<file path="config.mk">
export PLATFORM = sky130hd
export DESIGN_NAME = bad_back
export DESIGN_NICKNAME = d
export VERILOG_FILES = /design/src/hdl/bad_pkg.sv /design/src/hdl/bad_udiv.sv /design/src/hdl/bad_back.sv
export SDC_FILE = /design/constraint.sdc
export NUM_CORES = 1
export LEC_CHECK = 0
export BUFFER_PORTS_ARGS = -buffer_cell sky130_fd_sc_hd__buf_4
export CAP_MARGIN = 20
export CORE_UTILIZATION = 45
export DETAILED_ROUTE_END_ITERATION = 12
export HOLD_SLACK_MARGIN = 0.03
export PLACE_DENSITY = 0.67
export SLEW_MARGIN = 15
export SYNTH_ARGS = -nofsm -noshare
export SYNTH_HDL_FRONTEND = slang
export SYNTH_SLANG_ARGS = --single-unit
</file>
<file path="constraint.sdc">
create_clock -name clock -period 3.3 [get_ports clock]
set_input_delay 0.33 -clock clock [delete_from_list [all_inputs] [get_ports clock]]
set_output_delay 0.33 -clock clock [all_outputs]
set_load 0.02 [all_outputs]
</file>
<file path="src/hdl/bad_pkg.sv">
// Shared constants and width helpers for the block average downscaler.
// Used by the top level, the front, the back and the checker; depends on nothing.
package bad_pkg;

   localparam int PIXEL_W       = 32;
   localparam int DIM_W         = 13;
   localparam int BS_REG_W      = 5;
   localparam int ROW_W         = 12;
   localparam int HEIGHT_LIMIT  = 4096;
   localparam int DIM_NUM_W     = 14;
   localparam int FIFO_DEPTH    = 4;

   localparam int DEF_MAX_WIDTH = 4096;
   localparam int DEF_MAX_BLOCK = 16;

   localparam int CSR_DATA_W    = 13;
   localparam int CSR_IDX_W     = 2;

   localparam logic [CSR_IDX_W-1:0] REG_IMAGE_WIDTH  = 2'd0;
   localparam logic [CSR_IDX_W-1:0] REG_IMAGE_HEIGHT = 2'd1;
   localparam logic [CSR_IDX_W-1:0] REG_BLOCK_SIZE   = 2'd2;

   localparam logic [DIM_W-1:0]    RST_IMAGE_WIDTH  = 13'd4096;
   localparam logic [DIM_W-1:0]    RST_IMAGE_HEIGHT = 13'd4096;
   localparam logic [BS_REG_W-1:0] RST_BLOCK_SIZE   = 5'd2;

   function automatic int cnt_width(input int max_block);
      cnt_width = $clog2(max_block * max_block + 1);
   endfunction

   function automatic int sum_width(input int max_block);
      sum_width = PIXEL_W + cnt_width(max_block);
   endfunction

endpackage

</file>
<file path="src/hdl/bad_udiv.sv">
// Iterative unsigned restoring divider, one quotient bit per cycle.
// Uses no package; instantiated by the front and back parts.
module bad_udiv #(
   parameter int N_W = 14,
   parameter int D_W = 5
) (
   input  logic           clock,
   input  logic           reset,
   input  logic           start,
   input  logic [N_W-1:0] dividend,
   input  logic [D_W-1:0] divisor,
   output logic           busy,
   output logic [N_W-1:0] quotient
);

   localparam int STEP_W = $clog2(N_W + 1);

   logic [D_W-1:0]    rem_ff, rem_in;
   logic [N_W-1:0]    quo_ff, quo_in;
   logic [D_W-1:0]    den_ff;
   logic [STEP_W-1:0] step_ff, step_in;
   logic              busy_ff, busy_in;
   logic [D_W:0]      trial;
   logic              ge;

   always_comb begin
      trial   = {rem_ff, quo_ff[N_W-1]};
      ge      = (trial >= {1'b0, den_ff});
      rem_in  = rem_ff;
      quo_in  = quo_ff;
      step_in = step_ff;
      busy_in = busy_ff;
      if (start) begin
         rem_in  = '0;
         quo_in  = dividend;
         step_in = '0;
         busy_in = 1'b1;
      end else if (busy_ff) begin
         rem_in  = ge ? D_W'(trial - {1'b0, den_ff}) : trial[D_W-1:0];
         quo_in  = {quo_ff[N_W-2:0], ge};
         step_in = step_ff + STEP_W'(1);
         if (step_ff == STEP_W'(N_W - 1)) begin
            busy_in = 1'b0;
         end
      end
   end

   always_ff @(posedge clock) begin
      if (reset) begin
         busy_ff <= 1'b0;
         step_ff <= '0;
      end else begin
         busy_ff <= busy_in;
         step_ff <= step_in;
      end
      rem_ff <= rem_in;
      quo_ff <= quo_in;
      if (start) begin
         den_ff <= divisor;
      end
   end

   assign busy     = busy_ff;
   assign quotient = quo_ff;

endmodule

</file>
<file path="src/hdl/bad_back.sv">
// Back part: takes finished block sums from the queue, divides by the pixel
// count and holds the result for the consumer. Depends on bad_pkg and bad_udiv.
module bad_back #(
   parameter int MAX_BLOCK = bad_pkg::DEF_MAX_BLOCK,
   localparam int CNT_W    = bad_pkg::cnt_width(MAX_BLOCK),
   localparam int SUM_W    = bad_pkg::sum_width(MAX_BLOCK),
   localparam int ITEM_W   = SUM_W + CNT_W + 1
) (
   input  logic                                clock,
   input  logic                                reset,
   input  logic                                fifo_empty,
   input  logic [ITEM_W-1:0]                   fifo_data,
   output logic                                fifo_pop,
   output logic                                rsp_empty,
   input  logic                                rsp_pop,
   output logic signed [bad_pkg::PIXEL_W-1:0]  rsp_average,
   output logic                                rsp_last_of_image
);

   localparam int PIX_W = bad_pkg::PIXEL_W;

   typedef enum logic [1:0] {
      ST_IDLE,
      ST_START,
      ST_DIV,
      ST_DONE
   } state_type;

   state_type        state_ff, state_in;
   logic [SUM_W-1:0] mag_ff, mag_in;
   logic [CNT_W-1:0] cnt_ff, cnt_in;
   logic             neg_ff, neg_in;
   logic             last_ff, last_in;
   logic             out_valid_ff, out_valid_in;
   logic [PIX_W-1:0] out_avg_ff, out_avg_in;
   logic             out_last_ff, out_last_in;

   logic [SUM_W-1:0] head_sum;
   logic [SUM_W-1:0] quotient;
   logic [PIX_W-1:0] quo_low;
   logic             div_busy, load_out;

   assign head_sum = fifo_data[CNT_W +: SUM_W];
   assign quo_low  = quotient[PIX_W-1:0];
   assign fifo_pop = (state_ff == ST_IDLE) && !fifo_empty;
   assign load_out = (state_ff == ST_DONE) && (!out_valid_ff || rsp_pop);

   bad_udiv #(.N_W(SUM_W), .D_W(CNT_W)) u_avg_div (
      .clock    (clock),
      .reset    (reset),
      .start    (state_ff == ST_START),
      .dividend (mag_ff),
      .divisor  (cnt_ff),
      .busy     (div_busy),
      .quotient (quotient)
   );

   always_comb begin
      state_in     = state_ff;
      mag_in       = mag_ff;
      cnt_in       = cnt_ff;
      neg_in       = neg_ff;
      last_in      = last_ff;
      out_valid_in = out_valid_ff;
      out_avg_in   = out_avg_ff;
      out_last_in  = out_last_ff;
      if (rsp_pop) begin
         out_valid_in = 1'b0;
      end
      unique case (state_ff)
         ST_IDLE: begin
            if (!fifo_empty) begin
               neg_in   = head_sum[SUM_W-1];
               mag_in   = head_sum[SUM_W-1] ? (~head_sum + SUM_W'(1)) : head_sum;
               cnt_in   = fifo_data[CNT_W-1:0];
               last_in  = fifo_data[ITEM_W-1];
               state_in = ST_START;
            end
         end
         ST_START: state_in = ST_DIV;
         ST_DIV: begin
            if (!div_busy) begin
               state_in = ST_DONE;
            end
         end
         ST_DONE: begin
            if (load_out) begin
               out_valid_in = 1'b1;
               out_avg_in   = neg_ff ? (~quo_low + PIX_W'(1)) : quo_low;
               out_last_in  = last_ff;
               state_in     = ST_IDLE;
            end
         end
         default: state_in = ST_IDLE;
      endcase
   end

   always_ff @(posedge clock) begin
      if (reset) begin
         state_ff     <= ST_IDLE;
         out_valid_ff <= 1'b0;
      end else begin
         state_ff     <= state_in;
         out_valid_ff <= out_valid_in;
      end
      mag_ff      <= mag_in;
      cnt_ff      <= cnt_in;
      neg_ff      <= neg_in;
      last_ff     <= last_in;
      out_avg_ff  <= out_avg_in;
      out_last_ff <= out_last_in;
   end

   assign rsp_empty         = !out_valid_ff;
   assign rsp_average       = signed'(out_avg_ff);
   assign rsp_last_of_image = out_last_ff;

endmodule

</file>
# Word level (Yosys, flattened, before mapping)
# Cells that the tools add are included.
# totals
register_bits	154
out_inout_bits	35
n_memories	0
mem_bits_ro	0
latch_bits	0
ram_bits	0
in_bits	55
# op_classes
magnitude_cmp	1
div	0
add_sub_neg	4
bitwise	3
mux	15
eq_ne	7
n_reduce_logical	11
shifts	0
mul	0
# ops
op	n
$mux W41	2
$add A41 B1 Y41 const B	1
$not A41 Y41	1
$mux W40	1
$add A32 B1 Y32 const B	1
$mux W32	1
$not A32 Y32	1
$ge A10 B9 Y1	1
$mux W9	1
$sub A9 B9 Y9	1
$pmux W2 S4	1
$add A6 B1 Y6 const B	1
$eq A6 B6 Y1 const B	1
$mux W1	6
$mux W2	3
$ne A2 B2 Y1 const B	3
$eq A2 B2 Y1 const B	2
$reduce_and A2 Y1	2
$reduce_and A3 Y1	1
$eq A2 B1 Y1 const B	1
$logic_and A1 B1 Y1	2
$logic_not A1 Y1	2
$logic_not A2 Y1	1
$reduce_bool A2 Y1	1
3 further kinds	3

# Depth between registers and ports, before layout
# Gate-level depths: netlist of the first run.
# logic_depth
word_depth	5
mapped_depth	10

# Modules after synthesis
# Synthesis of the first run repeated with hierarchy kept, for this count alone.
# hier_totals
hier_cells	568
area_unflattened_um2	7526.0
# by_module_without_submodules
mod	cells_per_inst	area_each_um2	n_inst
bad_back	333	4351.7	1
bad_udiv	235	3174.3	1

# Least setup slack after synthesis of the first run
# OpenSTA, ideal clock, no wires.
# synth_path
path_type	reg2reg
startpoint	register state_ff[0]
endpoint	register cnt_ff[0] (enable)
slack_ps	-351
required_ps	2818
path_buffers	0
stages_incl_launch_ff	4
setup_time_ps	482
arrival_ps	3169
path_cell_list	dfxtp_1 > inv_1 > ha_1 > nor2b_1
# synth_via
elab_chain_cells	2
# synth_lines
item	line_no	text
start, declared	bad_back.sv:29	state_type state_ff, state_in;
start signal, assigned	bad_back.sv:103	state_ff <= state_in;
$logic_not A2 Y1	bad_back.sv:70	unique case (state_ff)
$reduce_and A2 Y1 (no source line)	--	
end signal, assigned	bad_back.sv:107	cnt_ff <= cnt_in;
end, declared	bad_back.sv:31	logic [CNT_W-1:0] cnt_ff, cnt_in;
# Every way passes these cells.
# A chain may end at the register's enable or synchronous reset.

# Worst setup path after layout of the first run
# layout_path
startpoint	register u_avg_div.quo_ff[40] (netlist: u_avg_div.quotient[40])
endpoint	register u_avg_div.rem_ff[1]
# layout_via
elab_chain_cells	2
word_cells_on_any_way	3
classes_between	add/sub (1); order compare (1); mux (1)
# layout_lines
item	line_no	text
start, declared	bad_udiv.sv:19	logic [N_W-1:0] quo_ff, quo_in;
start signal, assigned	bad_udiv.sv:57	quo_ff <= quo_in;
$sub A9 B9 Y9 / $ge A10 B9 Y1 (equally long branches)	bad_udiv.sv:39, bad_udiv.sv:28	
$mux W9 (*)	bad_udiv.sv:39	rem_in = ge ? D_W'(trial - {1'b0, den_ff}) : trial[D_W-1:0];
end signal, assigned	bad_udiv.sv:56	rem_ff <= rem_in;
end, declared	bad_udiv.sv:18	logic [D_W-1:0] rem_ff, rem_in;
# Every way passes the cells marked *; elsewhere a longest branch is shown, timed or not.

==> results of run 1 <==
worst register-to-register path, cell delays in order, from the launching register on:
cell      delay (ns)
edfxtp_1        0.38
inv_1           0.07
ha_1            0.15
inv_1           0.05
fa_1            0.42
a211oi_1        0.32
o21ai_0         0.17
a211oi_2        0.41
buf_4           0.26
mux2i_1         0.23
a211oi_1        0.09
through the flow:
stage / worst slack [ns] / hold WS, ns
2_1_floorplan: 0.5912 / 0.4003
3_3_place_gp: 0.7065 / 0.4008
3_5_place_dp: 0.6537 / 0.4052
4_1_cts: 0.6147 / 0.05717
5_1_grt: 0.4336 / 0.05603
6_report: 0.5989 / 0.07899
power groups by stage:
stage | combinational [uW] | clock [uW] | sequential, uW
2_1_floorplan | 1900 | 0 | 3550
3_3_place_gp | 2560 | 0 | 3630
3_5_place_dp | 2630 | 0 | 3650
4_1_cts | 2640 | 2050 | 3610
5_1_grt | 2890 | 2130 | 3700
6_report | 2610 | 2000 | 3620
area by class of cell:
| class | instances | area [um^2] | area share (%) |
|---|---|---|---|
| flip-flops and latches | 154 | 4434 | 49.30 |
| multi-input cells | 374 | 2870 | 31.91 |
| repair buffers | 96 | 720.7 | 8.012 |
| clock buffers | 17 | 425.4 | 4.729 |
| well taps | 216 | 270.3 | 3.005 |
| clock inverters | 15 | 183.9 | 2.045 |
| inverters | 24 | 90.09 | 1.002 |
state kept, by name (all words and copies together), names as in the netlist:
signal / cells
last_ff: 1
u_avg_div.den_ff: 9
state_ff: 2
rsp_average: 32
u_avg_div.rem_ff: 9
cnt_ff: 9
out_valid_ff: 1
u_avg_div.step_ff: 6
neg_ff: 1
mag_ff: 41
u_avg_div.busy: 1
rsp_last_of_image: 1
u_avg_div.quotient: 41
cells by family after synthesis:
kind of cell	after synthesis	synth area share, %
compound gates	98	9.315
fa+ha+maj	19	3.290
flops	154	59.48
buf+inv	43	2.182
simple gates	137	10.27
mux	43	6.412
xor+xnor	77	9.047
per-layer routing:
layer	wire length (um)	part of all wire, %
met2	6613	45
met1	7178	49
met4	238	1.6
met5	0	0
met3	515	3.5
how the worst max path moves through the flow:
stage	endpoint	slack [ns]	cells after the start
2_1_floorplan	u_avg_div.quotient[0]$_DFFE_PP_	0.59	6
6_report	u_avg_div.rem_ff[1]$_SDFFE_PP0P_	0.60	10
5_1_grt	u_avg_div.rem_ff[1]$_SDFFE_PP0P_	0.43	10
3_3_place_gp	u_avg_div.rem_ff[1]$_SDFFE_PP0P_	0.71	10
3_5_place_dp	u_avg_div.rem_ff[1]$_SDFFE_PP0P_	0.65	10
4_1_cts	u_avg_div.rem_ff[1]$_SDFFE_PP0P_	0.61	10
synth_stat cells, types with 2 or more instances:
master,n,area [um^2]
a211oi_1,7,52.55
a21oi_1,9,45.04
a32oi_1,4,35.03
buf_1,3,11.26
clkbuf_1,15,56.30
dfxtp_1,19,380.4
edfxtp_1,135,4054
ha_1,18,225.2
inv_1,24,90.09
mux2_2,38,427.9
mux2i_1,5,50.05
nand2_1,32,120.1
nand2b_1,8,50.05
nand3_1,5,25.02
nand3b_1,2,15.01
nand4_1,3,18.77
nand4b_1,4,35.03
nor2_1,31,116.4
nor2b_1,5,31.28
nor3_1,5,25.02
nor4_1,3,18.77
nor4_2,3,37.54
o21ai_0,35,175.2
o21ai_1,2,10.01
o31ai_1,21,157.7
o41ai_1,7,61.31
o41ai_2,4,65.06
or2_1,2,12.51
or2_2,5,31.28
or3_1,10,62.56
or4_1,11,82.58
or4_4,3,33.78
xnor2_1,71,621.9
xor2_1,6,52.55
==> flow_summary.ini, run 1 <==
[status]
status = completed

[min_path]
hp-class = input pin to flip-flop
whs_path_depth = 1
holdPathEnd = last_ff$_DFFE_PP_
min-delay-start = fifo_data[50]

[yosys]
syn-num-nets = 645
async_flop_share_pct = 0
synth_enable_flop_cells = 135
syn_area_um2 = 7455
avgSynthCellArea_um2 = 13.06
ys_types = 50
synthFlopType = edfxtp_1
ys_seq_area_share_pct = 59.48
synth-seq-cells = 154
yosysWarnings = 0
syn_inst = 571

[clocking]
ctsHtreeMaxLevel = 4
cts_setup_buffers = 0
cts_resized = 0
cts.clk_slew.worst_paths_ns = 0.06
cts_sinks = 154
clock_latency_ns = 0.43
ctsLongestPathBuffers = 2
cts_buffers = 17
hold_buffers = 0
cts_tree = built
root_buffer = clkbuf_16

[cells_and_area]
antenna-diode-count = 0
final-instance-count-excl-fill = 896
layout_common_cells = edfxtp_1 (135), buf_4 (96), xnor2_1 (71), mux2_2 (38), o21ai_0 (35)
layout-drive-gt1-share_pct = 27.79
areaGrowthSynthToFinish_pct = 20.66
nets = 741
post-route-util_pct = 56.22
layout_commonest_cell = edfxtp_1
num-fill-cells = 1337
fin_area_um2 = 8995

[timing]
timing.fmax_ghz = 0.3702
relSlewSlack_pct = 35.80
setup_viol = 0
tns_ns = 0
min_period_over_period_pct = 81.85
hold_viol = 0
fin_crit_ns = 2.701
slew_violations = 0
fin_skew_ns = 0.008019
rsz0062_at_grt = false
tightest_slew_ns = 0.9630

[global_route]
grt.overflow.total = 0
globalRouteMet1Util_pct = 25.21
grt_pass1_wl_um = 23090
busiest_layer = met2
grt_start_max_net_pins = 48
met2_usage_pct = 27.64
grt_antenna_before_repair = 0
grt.met3_usage_pct = 4.072
grt_pass1_vias = 4478
grtUsageTotal_pct = 18.24

[worst_setup_path]
cp-startpoint = u_avg_div.quotient[40]$_DFFE_PP_
slowest_delay_ns = 0.42
end_kind = flip-flop
crit_fanout = 10
rrSetupSlack_ns = 0.60
path_buf_inv = 3
critPathTopFamily = compound AO/OA/AOI/OAI gates
critPathRequiredTime_ns = 3.58
critPathArrivalTime_ns = 2.99
worst_setup_path_start_kind = flip-flop
crit_slowest_cell = fa_1
r2r_end = u_avg_div.rem_ff[1]$_SDFFE_PP0P_
reg2reg_depth = 10
path_cells = inv_1 > ha_1 > inv_1 > fa_1 > a211oi_1 > o21ai_0 > a211oi_2 > buf_4 > mux2i_1 > a211oi_1
r2r-start = u_avg_div.quotient[40]$_DFFE_PP_
worstSetupPathType = flip-flop to flip-flop

[route]
wl_per_cell_um = 16.23
drtIter0Drc = 274
vias = 4705
routed_via_density = 5.251
drtPass1Iterations = 5
drc = 0
ant_nets = 0
wl_um = 14550

[power]
power.share.sequential_pct = 44.0
p_comb_share_pct = 31.7
p_sw_share_pct = 32.96
p_clk_share_pct = 24.3
p_int_uw = 5518
power.leakage_uw = 0.003167
power_uw = 8230
vdd_drop_max_mv = 0.3939
powerDensity_nw_per_um2 = 914.9
p_sw_uw = 2712

[die]
die_x_um = 130.7
core-area_um2 = 16000
dieHeight_um = 130.7
ios = 90
start_util_pct = 46.59
die_area_um2 = 17090
num_rows = 46

[placed_design]
dp_hpwl_um = 10570
placed_cells = 864
gp_congestion = 0.8444
place_area_um2 = 8386
io_buffers = 89

[job]
drv_cap = 0
No activity file was read; power rests on OpenSTA's default activity.
==> run 2, diff against run 1 <==
Settings changed: PLACE_DENSITY 0.67 to not set.
Clock period 3.3 ns to 2.55 ns, I/O delays scaled along.
==> flow_summary.ini, run 2 (synthesized netlist as in run 1, its figures left out) <==
[status]
status = completed

[route]
drtIter0Drc = 391
wl_per_cell_um = 16.12
drtPass1Iterations = 5
ant_nets = 0
drc = 0
vias = 4772
wl_um = 14770
routed_via_density = 5.210

[timing]
tns_ns = 0
slew_violations = 0
tightest_slew_ns = 0.7673
timing.fmax_ghz = 0.4205
min_period_over_period_pct = 93.27
layout_setup_ws_ns = 0.1717
hold_viol = 0
fin_crit_ns = 2.378
relSlewSlack_pct = 48.85
setup_viol = 0
fin_skew_ns = 0.01020
rsz0062_at_grt = false

[job]
drv_cap = 0

[cells_and_area]
layout-drive-gt1-share_pct = 27.71
layout_common_cells = edfxtp_1 (135), buf_4 (102), xnor2_1 (71), mux2_2 (38), o21ai_0 (35)
areaGrowthSynthToFinish_pct = 23.04
antenna-diode-count = 0
nets = 762
layout_commonest_cell = edfxtp_1

[die]
ios = 90
die_x_um = 130.7
start_util_pct = 46.59
die_area_um2 = 17090
core-area_um2 = 16000
num_rows = 46
dieHeight_um = 130.7

[placed_design]
place_ws_ns = 0.07322
io_buffers = 89
gp_congestion = 0.8359
dp_hpwl_um = 10650

[min_path]
min-delay-start = fifo_data[9]
hp-class = input pin to flip-flop

[power]
vdd_drop_max_mv = 0.7191
power_uw = 10700
power.leakage_uw = 0.003234
powerDensity_nw_per_um2 = 1166

[global_route]
grt_start_max_net_pins = 61
grtUsageTotal_pct = 18.40
grt_pass1_wl_um = 23380
grt.overflow.total = 0
grt_antenna_before_repair = 0
grt_pass1_vias = 4455

[clocking]
ctsLongestPathBuffers = 2
clock_latency_ns = 0.41
cts_buffers = 17
ctsHtreeMaxLevel = 4
cts.clk_slew.worst_paths_ns = 0.06
root_buffer = clkbuf_16
cts_sinks = 154
cts_tree = built

[worst_setup_path]
rrSetupSlack_ns = 0.17
crit_fanout = 5
worstSetupPathType = flip-flop to flip-flop
worst_setup_path_start_kind = flip-flop
crit_path_end = rsp_average[29]$_DFFE_PP_
r2r_end = rsp_average[29]$_DFFE_PP_
end_kind = flip-flop
cp-startpoint = u_avg_div.quotient[12]$_DFFE_PP_
reg2reg_depth = 5
critPathRequiredTime_ns = 2.70
r2r-start = u_avg_div.quotient[12]$_DFFE_PP_
critPathArrivalTime_ns = 2.53
==> run 2: cell types whose count changed in the layout (fill, tap and decap cells not counted), moves of 4 or more <==
cell | previous run | this run
clkbuf_1 | 0 | 4
dlygate4sd3_1 | 0 | 11
buf_4 | 96 | 102
inv_6 | 6 | 0
==> run 2: how the worst min path moves through the flow <==
stage                                          endpoint  depth (start not counted)
after floorplan                 out_valid_ff$_SDFF_PP0_                          1
after global placement    u_avg_div.den_ff[4]$_DFFE_PP_                          0
after detailed placement  u_avg_div.den_ff[5]$_DFFE_PP_                          0
after CTS                           cnt_ff[0]$_DFFE_PP_                          1
after global routing                mag_ff[0]$_DFFE_PP_                          1
final                               mag_ff[0]$_DFFE_PP_                          1
==> run 2: power breakdown <==
part / total [uW] / internal (uW) / switching [uW]
logic: 3630 / 1680 / 1960
registers: 4630 / 4060 / 569
clock network: 2440 / 1520 / 920
total: 10700 / 7250 / 3450
==> run 2: critical path: stages, from the launching register on <==
cell and delay, ns:
edfxtp_1 0.46, or4_4 0.58, nor4b_2 0.40, nand4b_1 0.26, o31ai_1 0.31, xnor2_1 0.11
==> run 2: cell type report <==
type / instances / area [um^2]
clock buffers: 21 / 440.4
clock inverters: 10 / 126.4
flip-flops and latches: 154 / 4434
multi-input cells: 374 / 2875
repair buffers: 117 / 932.1
inverters: 24 / 93.84
fillers: 1366 / 6828
well taps: 216 / 270.3
==> run 2: through the flow <==
stage          util [%]  hold slack [ns]  std cells  cell area, um^2
2_1_floorplan         -           0.3274        571             7461
6_report          57.33          0.08504        916             9173
3_5_place_dp      52.92           0.4054        871             8467
4_1_cts           57.08          0.03210        912             9134
5_1_grt           57.33          0.07335        916             9173
3_3_place_gp      52.92           0.4019        871             8467
==> run 2: timing repair <==
action / CTS / global route
hold buffers: 10 / 1
endpoints found under the hold margin: 11 / 1
gates resized for setup: 0 / 2
endpoints found under the setup margin: 0 / 8
buffers inserted: 0 / 2
==> run 2: per-layer routing <==
layer	up-vias	global-route usage [%]	routed length, um
li1	2390	-	-
met2	103	26.36	6401
met5	-	0	0
met3	10	4.072	558
met4	0	5.882	141
met1	2269	27.60	7668
