### config.mk
export PLATFORM = sky130hd
export DESIGN_NAME = bad_fifo
export DESIGN_NICKNAME = d
export VERILOG_FILES = /design/src/hdl/bad_fifo.sv
export SDC_FILE = /design/constraint.sdc
export NUM_CORES = 1
export LEC_CHECK = 0
export BUFFER_PORTS_ARGS = -buffer_cell sky130_fd_sc_hd__buf_2
export CELL_PAD_IN_SITES_DETAIL_PLACEMENT = 1
export CELL_PAD_IN_SITES_GLOBAL_PLACEMENT = 2
export CORE_MARGIN = 1.5
export CORE_UTILIZATION = 44
export DETAILED_ROUTE_END_ITERATION = 10
export GPL_ROUTABILITY_DRIVEN = 1
export HOLD_SLACK_MARGIN = 0.1
export PLACE_DENSITY = 0.87
export SLEW_MARGIN = 20
export SYNTH_ARGS = -nofsm -noshare
export SYNTH_HDL_FRONTEND = slang
export SYNTH_SLANG_ARGS = --single-unit
### constraint.sdc
create_clock -name clock -period 5.59 [get_ports clock]
set_clock_uncertainty 0.05 [all_clocks]
set_input_delay 0.8385 -clock clock [delete_from_list [all_inputs] [get_ports clock]]
set_output_delay 0.8385 -clock clock [all_outputs]
set_load 0.01 [all_outputs]
### src/hdl/bad_fifo.sv
// Short register queue between the accumulating front and the dividing back.
// Uses no package.
module bad_fifo #(
   parameter int WIDTH = 8,
   parameter int DEPTH = 4
) (
   input  logic             clock,
   input  logic             reset,
   input  logic             push,
   input  logic [WIDTH-1:0] push_data,
   output logic             full,
   input  logic             pop,
   output logic [WIDTH-1:0] pop_data,
   output logic             empty
);

   localparam int PTR_W = (DEPTH > 1) ? $clog2(DEPTH) : 1;
   localparam int CNT_W = $clog2(DEPTH + 1);

   logic [WIDTH-1:0] slot_ff [DEPTH];
   logic [PTR_W-1:0] wr_ptr_ff, wr_ptr_in;
   logic [PTR_W-1:0] rd_ptr_ff, rd_ptr_in;
   logic [CNT_W-1:0] count_ff, count_in;
   logic             do_push, do_pop;

   assign full    = (count_ff == CNT_W'(DEPTH));
   assign empty   = (count_ff == '0);
   assign do_push = push && !full;
   assign do_pop  = pop && !empty;
   assign pop_data = slot_ff[rd_ptr_ff];

   always_comb begin
      wr_ptr_in = wr_ptr_ff;
      rd_ptr_in = rd_ptr_ff;
      count_in  = count_ff;
      if (do_push) begin
         wr_ptr_in = (wr_ptr_ff == PTR_W'(DEPTH - 1)) ? '0 : wr_ptr_ff + PTR_W'(1);
      end
      if (do_pop) begin
         rd_ptr_in = (rd_ptr_ff == PTR_W'(DEPTH - 1)) ? '0 : rd_ptr_ff + PTR_W'(1);
      end
      if (do_push && !do_pop) begin
         count_in = count_ff + CNT_W'(1);
      end else if (do_pop && !do_push) begin
         count_in = count_ff - CNT_W'(1);
      end
   end

   always_ff @(posedge clock) begin
      if (reset) begin
         wr_ptr_ff <= '0;
         rd_ptr_ff <= '0;
         count_ff  <= '0;
      end else begin
         wr_ptr_ff <= wr_ptr_in;
         rd_ptr_ff <= rd_ptr_in;
         count_ff  <= count_in;
      end
      if (do_push) begin
         slot_ff[wr_ptr_ff] <= push_data;
      end
   end

endmodule

Yosys cells after proc, flatten, opt, wreduce, memory -nomap -nowiden. Memory sizes are Yosys's and may differ from the RTL's. A register that Yosys moved wholly into a read port is not among the register bits. Index checks and enable logic that the tools add are counted.

Bits in registers: 7. Bits in writable memories: 32. Input port bits: 12. Output and inout port bits: 10. Logic and storage cells: 29. Memories: 1.

Add/subtract/negate cells: 4. Eq/ne operators: 3. Multiplexer cells: 8. Reductions and logical operators: 10.

Memory list: slot_ff (words 4, bits a word 8, rd ports 1, clocked after memory_dff 1, write ports 1, RTL line 20) `logic [WIDTH-1:0] slot_ff [DEPTH];`.

Operators by type and width (number): $mux 2 (4); $mux 3 (2); $add 2x1->2 const B (2); $eq 2x2->1 const B (2); $logic_and 1x1->1 (4); $logic_not 1->1 (4); $add 3x1->3 const B (1); $eq 3x3->1 const B (1); $logic_not 3->1 (1); $sub 3x1->3 const B (1); $mux 1 (2); $reduce_bool 2->1 (1).

Longest topological paths before layout. Gate-level depths: netlist of run 1.

Word-level depth: 7. Gate-level depth with buffers: 10. Mapped depth without buffers: 9.

Worst setup path after synthesis of run 1. Ideal clock, no wire load.

Kind: input to register. From: in push. To: reg count_ff[2]. Setup time: 70 ps. Arrival time: 2271 ps. Data required time: 5470 ps. Setup slack: 3199 ps. Stages on the path: 8. Buffers on the path: 0. Cell sequence: inv_1 > nor2_2 > ha_1 > inv_1 > fa_1 > xor2_1 > or3_2 > a21oi_1.

Longest elaborated chain between the ends: 4. Elaborated cells between the ends (all ways): 6. Classes of those cells: mux (1); reduce/logical (5).

Ends and longest elaborated chain: start: declaration (RTL line 9) `input logic push,`; $logic_and 1x1->1 (*) (RTL line 28) `assign do_push = push && !full;`; named net do_push (RTL line 24) `logic do_push, do_pop;`; $logic_not 1->1 (RTL line 44) `end else if (do_pop && !do_push) begin`; $logic_and 1x1->1 (RTL line 44); $reduce_bool 2->1 (no line); end signal: assignment (RTL line 57) `count_ff <= count_in;`; end: declaration (RTL line 23) `logic [CNT_W-1:0] count_ff, count_in;`.

The timed path passes the listed nets; every way through them passes the cells marked *. A chain may end at the register's enable or synchronous reset.

==> impl_metrics.yaml, run 1 <==
final_layout:
  drive_gt1_share_pct: 39.32
  postLayoutCellArea_um2: 1873
  nNetsFinal: 135
  antenna_cells: 0
  utilization_pct: 51.55
  synthToLayoutAreaGrowth_pct: 13.84
critical_path:
  rrSetupSlack_ns: 3.08
  r2r_end: "count_ff[2]"
  worstPathArrival_ns: 1.69
  endpoint: "pop_data[1]"
  critical_path_depth: 2
  worstPathCellList: "mux4_2 -> buf_2"
  critPathTopFamily: "flip-flops"
  cp_num_buf_inv: 1
  slowest_delay_ns: 0.66
  cp-end-kind: "output pin"
  crit_required_ns: 4.70
  worst_r2r_startpoint: "count_ff[1]"
  worst_path_max_delay_cell: "dfxtp_1"
  critPathKind: "reg -> out"
  cp_max_fo: 8
  reg2reg_depth: 9
  start_kind: "flop"
synthesis:
  avgSynthCellArea_um2: 17.88
  ys_async_sr_fraction_pct: 0
  syn_nets: 111
  yosysWarnings: 0
  syn_inst: 92
  syn_area_um2: 1645
  yosys_register_bits: 41
  synth_edf_count: 32
  synth_cell_types: 26
  synth_seq_area_share_pct: 69.35
  yosys_most_used_dff: "edfxtp_1"
clock_tree:
  post-cts-setup-buffer-count: 0
  cts_root_buf: "clkbuf_8"
  post_cts_resized: 0
  cts_buffers: 5
  holdBufCountCts: 0
  htreeDepth: 2
  cts_tree: "yes"
  path_clk_slew_ns: 0.08
  clockBufferDepth: 2
  clock_sink_count: 41
  clkLatencyLatePin_ns: 0.29
placement:
  routabilityCongestion: 0.6879
  dp_slack_ns: 2.911
  hpwl_um: 2031
  postPlaceCellArea_um2: 1787
  port_buffers: 21
run_status:
  status: "complete, no violations"
sta:
  max_clock_freq_mhz: 388.5
  fin_setup_tns_ns: 0
  drv_slew: 0
  setup_ws_ns: 3.016
  max_slew.worst_pin.slew_ns: 0.5286
  period_share_pct: 46.05
  rsz0062_at_grt: "no"
  fin_crit_ns: 2.574
  slew_headroom_pct: 64.71
  setup_viol: 0
  hold_viol_final: 0
floorplanning:
  rows: 22
  coreArea_um2: 3633
  die_h_um: 64.15
  die_area_um2: 4115
  ios: 22
  die_w_um: 64.15
  start_util_pct: 45.28
drt:
  drt_iter0_drc: 15
  firstDrtPassIters: 4
  drc_errors: 0
  postRouteAntennaNets: 0
  avgRoutedWirePerCell_um: 16.92
  wirelength_um: 2792
  vias: 858
  via_per_inst: 5.200
min_path:
  hold_class: "reg -> reg"
  hold_start: "rd_ptr_ff[0]"
global_routing:
  grt_usage_pct: 15.67
  grt_pass1_wl_um: 4560
  grt_max_degree: 14
  grt_pass1_vias: 943
  grt-ovfl-total: 0
  antenna_found_initial: 0
power_and_ir_drop:
  p_total_w: 0.0007912
  power_leakage_nw: 0.6898
  vdd_ir_drop_max_v: 0.0001681
  power_density_nw_per_um2: 422.4
job:
  cap_violations: 0
==> registers in the layout, indices dropped and copies added (netlist names), named ones only <==
| name | cells |
|---|---|
| wr_ptr_ff | 2 |
| slot_ff | 32 |
| count_ff | 3 |
| rd_ptr_ff | 2 |
==> area by class of cell <==
type                    count  area [um2]
clock buffers               5       68.82
fillers                   376        1760
repair buffers             21       105.1
well taps                  48       60.06
inverters                   5       23.77
flip-flops and latches     41        1141
multi-input cells          42       456.7
clock inverters             3       17.52
==> per-layer routing <==
layer | GRT usage, % | part of all wire [%] | up-vias
li1 | - | - | 401
met5 | 0 | 0 | -
met3 | 4.930 | 4.0 | 5
met4 | 5.585 | 1.5 | 0
met2 | 27.73 | 52 | 17
met1 | 17.77 | 43 | 435
==> power by group <==
| part | switching (W) | total, W | internal [W] |
|---|---|---|---|
| registers | 0.0000380 | 0.000410 | 0.000372 |
| logic | 0.0000959 | 0.000195 | 0.0000994 |
| clock network | 0.000100 | 0.000186 | 0.0000861 |
| total | 0.000234 | 0.000791 | 0.000557 |
==> Yosys cell counts (2+ instances only) <==
library cell | count | area [um2]
a21oi_1 | 3 | 15.01
and3_2 | 4 | 30.03
dfxtp_1 | 9 | 180.2
edfxtp_1 | 32 | 960.9
ha_1 | 6 | 75.07
inv_1 | 4 | 15.01
mux2i_1 | 2 | 20.02
mux4_2 | 8 | 180.2
nand3_1 | 2 | 10.01
nor2_1 | 3 | 11.26
nor3_1 | 2 | 10.01
o31ai_2 | 2 | 25.02
xor2_1 | 2 | 17.52
==> tightest hold or removal path: stages, from the launching register on <==
cell     delay (ns)
dfxtp_1        0.33
nand2_1        0.06
a21oi_1        0.07
==> how the worst min path moves through the flow <==
stage              endpoint  slack (ns)  cells past startpoint
2_1_floorplan          flop        0.41                      2
3_3_place_gp   rd_ptr_ff[0]        0.43                      2
3_5_place_dp           flop        0.45                      2
4_1_cts                flop        0.47                      2
5_1_grt        rd_ptr_ff[0]        0.51                      2
6_report               flop        0.46                      2
==> logic make-up (layout without fill, tap and decap cells) <==
| group | Yosys count | in the layout | synth area share [%] |
|---|---|---|---|
| buffers and inverters | 9 | 34 | 2.889 |
| AND/OR/NAND/NOR | 16 | 16 | 5.704 |
| AO/OA/AOI/OAI | 7 | 7 | 3.041 |
| flip-flops | 41 | 41 | 69.35 |
| XOR/XNOR | 2 | 2 | 1.065 |
| multiplexers | 10 | 10 | 12.17 |
| adder cells (fa/ha/maj) | 7 | 7 | 5.779 |
==> layout by cell type, fill, tap and decap left out, drive strengths merged, types with 4 or more instances in the layout <==
cell / n
dfxtp: 9
mux4: 8
and3: 4
ha: 6
buf: 21
clkbuf: 5
inv: 4
nor2: 4
edfxtp: 32
==> per-stage QoR <==
stage          instances  hold slack (ns)
2_1_floorplan         92           0.4134
3_3_place_gp         157           0.4296
3_5_place_dp         157           0.4514
4_1_cts              165           0.4670
5_1_grt              165           0.5080
6_report             165           0.4596
Note: power is estimated with default switching activity, not from simulation.
==> run 2, diff against run 1 <==
--- a/config.mk
+++ b/config.mk
@@ -5,15 +5,16 @@
 export SDC_FILE = /design/constraint.sdc
 export NUM_CORES = 1
 export LEC_CHECK = 0
+export ABC_AREA = 1
 export BUFFER_PORTS_ARGS = -buffer_cell sky130_fd_sc_hd__buf_2
 export CELL_PAD_IN_SITES_DETAIL_PLACEMENT = 1
 export CELL_PAD_IN_SITES_GLOBAL_PLACEMENT = 2
 export CORE_MARGIN = 1.5
-export CORE_UTILIZATION = 44
+export CORE_UTILIZATION = 37
 export DETAILED_ROUTE_END_ITERATION = 10
 export GPL_ROUTABILITY_DRIVEN = 1
 export HOLD_SLACK_MARGIN = 0.1
-export PLACE_DENSITY = 0.87
+export PLACE_DENSITY = 0.82
 export SLEW_MARGIN = 20
 export SYNTH_ARGS = -nofsm -noshare
 export SYNTH_HDL_FRONTEND = slang
==> constraint.sdc (replaced) <==
create_clock -name clock -period 2.55 [get_ports clock]
set_clock_uncertainty 0.05 [all_clocks]
set_input_delay 0.3825 -clock clock [delete_from_list [all_inputs] [get_ports clock]]
set_output_delay 0.3825 -clock clock [all_outputs]
set_load 0.01 [all_outputs]
==> impl_metrics.yaml, run 2 <==
synthesis:
  yosys_most_used_dff: "edfxtp_1"
  syn_inst: 147
  ys_async_sr_fraction_pct: 0
  synth_seq_area_share_pct: 67.26
  synth_top_area_share_pct: 56.64
  synth_cell_types: 19
  avgSynthCellArea_um2: 11.54
  syn_nets: 166
  yosysWarnings: 0
  yosysMostFrequentCell: "nor2_1"
  synth_edf_count: 32
  synth_area_leaders: "edfxtp_1 57%, dfxtp_1 11%, nor2_1 7.3%"
  synth_common_cells: "33 x nor2_1, 32 x edfxtp_1, 17 x inv_1"
  syn_area_um2: 1697
  yosys_register_bits: 41
  yosys.area.top_type: "edfxtp_1"
run_status:
  status: "complete, no violations"
min_path:
  hold_class: "in -> reg"
  holdPathEnd: "count_ff[0]"
  hold_start: "reset"
  whs_path_depth: 2
clock_tree:
  holdBufCountCts: 0
  cts_tree: "yes"
  post_cts_resized: 0
  clock_sink_count: 41
  clkLatencyLatePin_ns: 0.28
  htreeDepth: 2
  post-cts-setup-buffer-count: 0
  cts_buffers: 5
  path_clk_slew_ns: 0.07
  clockBufferDepth: 2
  cts_root_buf: "clkbuf_8"
sta:
  max_clock_freq_mhz: 509.5
  max_slew.worst_pin.slew_ns: 0.3692
  hold_viol_final: 0
  fin_crit_ns: 1.963
  fin_setup_tns_ns: 0
  period_share_pct: 76.96
  rsz0062_at_grt: "no"
  setup_viol: 0
  drv_slew: 0
  slew_headroom_pct: 75.36
final_layout:
  regMostFlops: "slot_ff"
  final_cell_mix: "33 x nor2_1, 32 x edfxtp_1, 21 x buf_2"
  fill_cells: 489
  postLayoutCellArea_um2: 1968
  drive_gt1_share_pct: 21.79
  regArea_um2: 1141
  antenna_cells: 0
  instances_no_fill: 231
  final_common_cell: "nor2_1"
  top_regs: "slot_ff x32, count_ff x3"
  nNetsFinal: 197
  multi_input_area_um2: 465.4
  synthToLayoutAreaGrowth_pct: 16.00
  largest_register_ffs: 32
critical_path:
  slowest_delay_ns: 0.42
  worstPathCellList: "nor2_1 -> nand2_1 -> nand2_2 -> inv_1 -> ha_1 -> inv_1 -> fa_1 -> o21ai_0 -> nor2_1"
  r2r_end: "count_ff[1]"
  worstPathArrival_ns: 2.09
  critPathKind: "reg -> reg"
  rrSetupSlack_ns: 0.59
  start_kind: "flop"
  worst_r2r_startpoint: "count_ff[1]"
  crit_required_ns: 2.68
  cp_max_fo: 7
  worst_path_max_delay_cell: "fa_1"
  cp-end-kind: "flop"
  reg2reg_depth: 9
global_routing:
  grt_usage_pct: 15.08
  grt-ovfl-total: 0
  grt_pass1_vias: 1200
  grt_pass1_wl_um: 5623
  grt_max_degree: 17
  antenna_found_initial: 0
floorplanning:
  coreArea_um2: 4384
  die_w_um: 70.72
  rows: 24
  ios: 22
  die_h_um: 70.72
  start_util_pct: 38.70
  die_area_um2: 5001
power_and_ir_drop:
  power_density_nw_per_um2: 985.9
  vdd_ir_drop_max_v: 0.0003252
  power_leakage_nw: 0.8027
job:
  cap_violations: 0
placement:
  port_buffers: 21
  hpwl_um: 2551
  postPlaceCellArea_um2: 1882
  placed_cells: 223
  routabilityCongestion: 0.7134
drt:
  drc_errors: 0
  drt_iter0_drc: 60
  vias: 1133
  firstDrtPassIters: 4
  via_per_inst: 4.905
  wirelength_um: 3454
  postRouteAntennaNets: 0
  avgRoutedWirePerCell_um: 14.95
-- run 2: report_power, final --
part	total, W	internal, W	switching (W)
registers	0.000906	0.000828	0.0000778
logic	0.000633	0.000245	0.000388
clock network	0.000402	0.000189	0.000213
-- run 2: critical path, delay by kind of cell (launching register included) --
family,cells,cell delay [ns]
simple gates,4,0.49
fa+ha+maj,2,0.62
compound gates,1,0.20
flops,1,0.35
buf+inv,2,0.15
-- run 2: stage by stage --
stage / utilization (%) / total power, W / hold WS (ns) / setup WS [ns]
floorplan: - / 0.001329 / 0.4049 / 0.8097
global placement: 42.92 / 0.001520 / 0.4607 / 0.7039
detailed placement: 42.92 / 0.001570 / 0.4753 / 0.5890
CTS: 44.89 / 0.001967 / 0.2134 / 0.5767
global route: 44.89 / 0.002084 / 0.2093 / 0.3913
finish: 44.89 / 0.001940 / 0.2156 / 0.5874
-- run 2: metal layers --
layer	GRT usage (%)	part of all wire, %	up-vias
met5	0	0	-
met4	5.660	1.0	0
met3	3.419	3.4	5
met2	27.00	54	16
met1	17.58	42	552
li1	-	-	560
-- run 2: worst max path at each step --
stage | startpoint | end | slack (ns) | depth (start not counted)
after floorplan | count_ff[1] | count_ff[1] | 0.81 | 9
after detailed placement | count_ff[1] | count_ff[1] | 0.59 | 9
final | count_ff[1] | count_ff[1] | 0.59 | 9
after CTS | count_ff[1] | count_ff[1] | 0.58 | 9
after global placement | count_ff[1] | count_ff[1] | 0.70 | 9
after global routing | count_ff[1] | count_ff[1] | 0.39 | 9
-- run 2: final cells by class --
| cell class | count | share of cell area (%) |
|---|---|---|
| Sequential cell | 41 | 57.98 |
| Multi-Input combinational cell | 86 | 23.65 |
| Tap cell | 52 | 3.306 |
| Timing Repair Buffer | 26 | 7.247 |
| Clock buffer | 5 | 3.496 |
| Clock inverter | 3 | 0.8900 |
| Inverter | 18 | 3.433 |
-- run 2: logic make-up (layout without fill, tap and decap cells) --
group / Yosys count / in the layout / synth area share, %
flops: 41 / 41 / 67.26
xor+xnor: 1 / 1 / 0.5163
buf+inv: 20 / 52 / 5.309
simple gates: 51 / 51 / 12.09
compound gates: 27 / 27 / 9.218
fa+ha+maj: 7 / 7 / 5.605
==> run 3, diff against run 2 <==
==> constraint.sdc (replaced) <==
create_clock -name clock -period 1.9 [get_ports clock]
set_clock_uncertainty 0.05 [all_clocks]
set_input_delay 0.285 -clock clock [delete_from_list [all_inputs] [get_ports clock]]
set_output_delay 0.285 -clock clock [all_outputs]
set_load 0.01 [all_outputs]
==> impl_metrics.yaml, run 3 (synthesis results as in run 2) <==
run_status:
  status: "complete, no violations"
sta:
  drv_slew: 0
  period_share_pct: 94.42
  setup_viol: 0
  max_slew.worst_pin.slew_ns: 0.2994
  fin_crit_ns: 1.794
  max_clock_freq_mhz: 557.4
  setup_ws_ns: 0.1059
  slew_headroom_pct: 80.02
  hold_viol_final: 0
  rsz0062_at_grt: "yes"
clock_tree:
  cts_tree: "yes"
  holdBufCountCts: 0
  path_clk_slew_ns: 0.08
  clockBufferDepth: 2
  clock_sink_count: 41
  post-cts-setup-buffer-count: 0
  clkLatencyLatePin_ns: 0.28
  cts_buffers: 5
  htreeDepth: 2
  cts_root_buf: "clkbuf_8"
power_and_ir_drop:
  p_seq_share_pct: 41.9
  power_leakage_nw: 0.8355
  switching_share_pct: 32.59
  p_total_w: 0.002959
  pwr-share-clk_pct: 27.4
  vdd_ir_drop_max_v: 0.0005117
  combPwrFrac_pct: 30.8
  p_switching_w: 0.0009644
  p_int_w: 0.001995
  power_density_nw_per_um2: 1444
critical_path:
  cp-end-kind: "flop"
  worstPathArrival_ns: 1.92
  crit_required_ns: 2.03
  start_kind: "flop"
  cp_max_fo: 4
  critPathKind: "reg -> reg"
final_layout:
  regMostFlops: "slot_ff"
  top_regs: "slot_ff x32, count_ff x3"
  synthToLayoutAreaGrowth_pct: 20.80
  drive_gt1_share_pct: 27.78
  nNetsFinal: 198
  final_cell_mix: "32 x nor2_1, 32 x edfxtp_1, 21 x buf_2"
  largest_register_ffs: 32
  antenna_cells: 0
  fill_cells: 490
  regArea_um2: 1146
  multi_input_area_um2: 486.7
placement:
  dp_slack_ns: 0.005425
  routabilityCongestion: 0.7151
  port_buffers: 21
  hpwl_um: 2523
drt:
  avgRoutedWirePerCell_um: 15.39
  wirelength_um: 3571
  drc_errors: 0
  firstDrtPassIters: 4
  via_per_inst: 4.961
  vias: 1151
  drt_iter0_drc: 21
  postRouteAntennaNets: 0
floorplanning:
  die_w_um: 70.72
  rows: 24
  die_h_um: 70.72
  coreArea_um2: 4384
  start_util_pct: 38.70
  ios: 22
  die_area_um2: 5001
job:
  cap_violations: 0
min_path:
  hold_class: "in -> reg"
global_routing:
  grt_pass1_vias: 1212
  grt_pass1_wl_um: 5754
  grt-ovfl-total: 0
  grt_usage_pct: 15.26
  antenna_found_initial: 0
  grt_max_degree: 17
-- run 3: critical path, stage by stage (launching register included) --
cell     delay (ns)
dfxtp_2        0.35
nor2_4         0.13
nand2_2        0.09
nand2_2        0.07
inv_1          0.05
ha_1           0.20
inv_1          0.09
fa_2           0.44
o21ai_2        0.15
nor2_1         0.06
-- run 3: worst paths after layout --
path	from	end	slack [ns]	cells after the start
worst max-delay path	count_ff[1]	count_ff[1]	0.11	9
worst min-delay path	reset	count_ff[0]	0.11	2
worst max register to register	count_ff[1]	count_ff[1]	0.11	9
worst min register to register	wr_ptr_ff[1]	wr_ptr_ff[1]	0.52	2
-- run 3: power groups by stage --
| stage | Clock, W | Combinational [W] | Sequential, W |
|---|---|---|---|
| 5_1_grt | 0.000863 | 0.00103 | 0.00126 |
| 2_1_floorplan | 0 | 0.000583 | 0.00120 |
| 6_report | 0.000810 | 0.000911 | 0.00124 |
| 3_5_place_dp | 0 | 0.000871 | 0.00124 |
| 4_1_cts | 0.000826 | 0.000907 | 0.00123 |
| 3_3_place_gp | 0 | 0.000816 | 0.00123 |
-- run 3: cell type report --
cell class,count,area share (%)
timing repair buffer,27,7.326
clock buffer,5,3.358
tap,52,3.175
multi-input combinational,86,23.75
clock inverter,3,3.175
inverter,18,3.297
sequential,41,55.92
-- run 3: per-layer routing --
layer,track usage (%),up-vias,routed length [um]
met5,0,-,0
met4,4.403,0,25
met3,4.843,2,122
met2,26.06,19,1912
met1,18.59,567,1510
li1,-,563,-
-- run 3: stage by stage --
stage                     util (%)  instances  cell area [um2]   TNS (ns)  hold slack [ns]
after global placement       43.09        224             1889          0           0.4100
final                        46.75        232             2049          0           0.1110
after floorplan                  -        147             1697          0           0.3074
after detailed placement     43.09        224             1889          0           0.4141
after global routing         46.75        232             2049  -0.003969           0.1071
after CTS                    46.38        232             2033          0           0.1113
-- run 3: repair_timing --
action	4_1_cts	5_1_grt
pin swaps	0	1
resized for setup	5	7
setup endpoints to repair	3	7
hold endpoints to repair	0	0
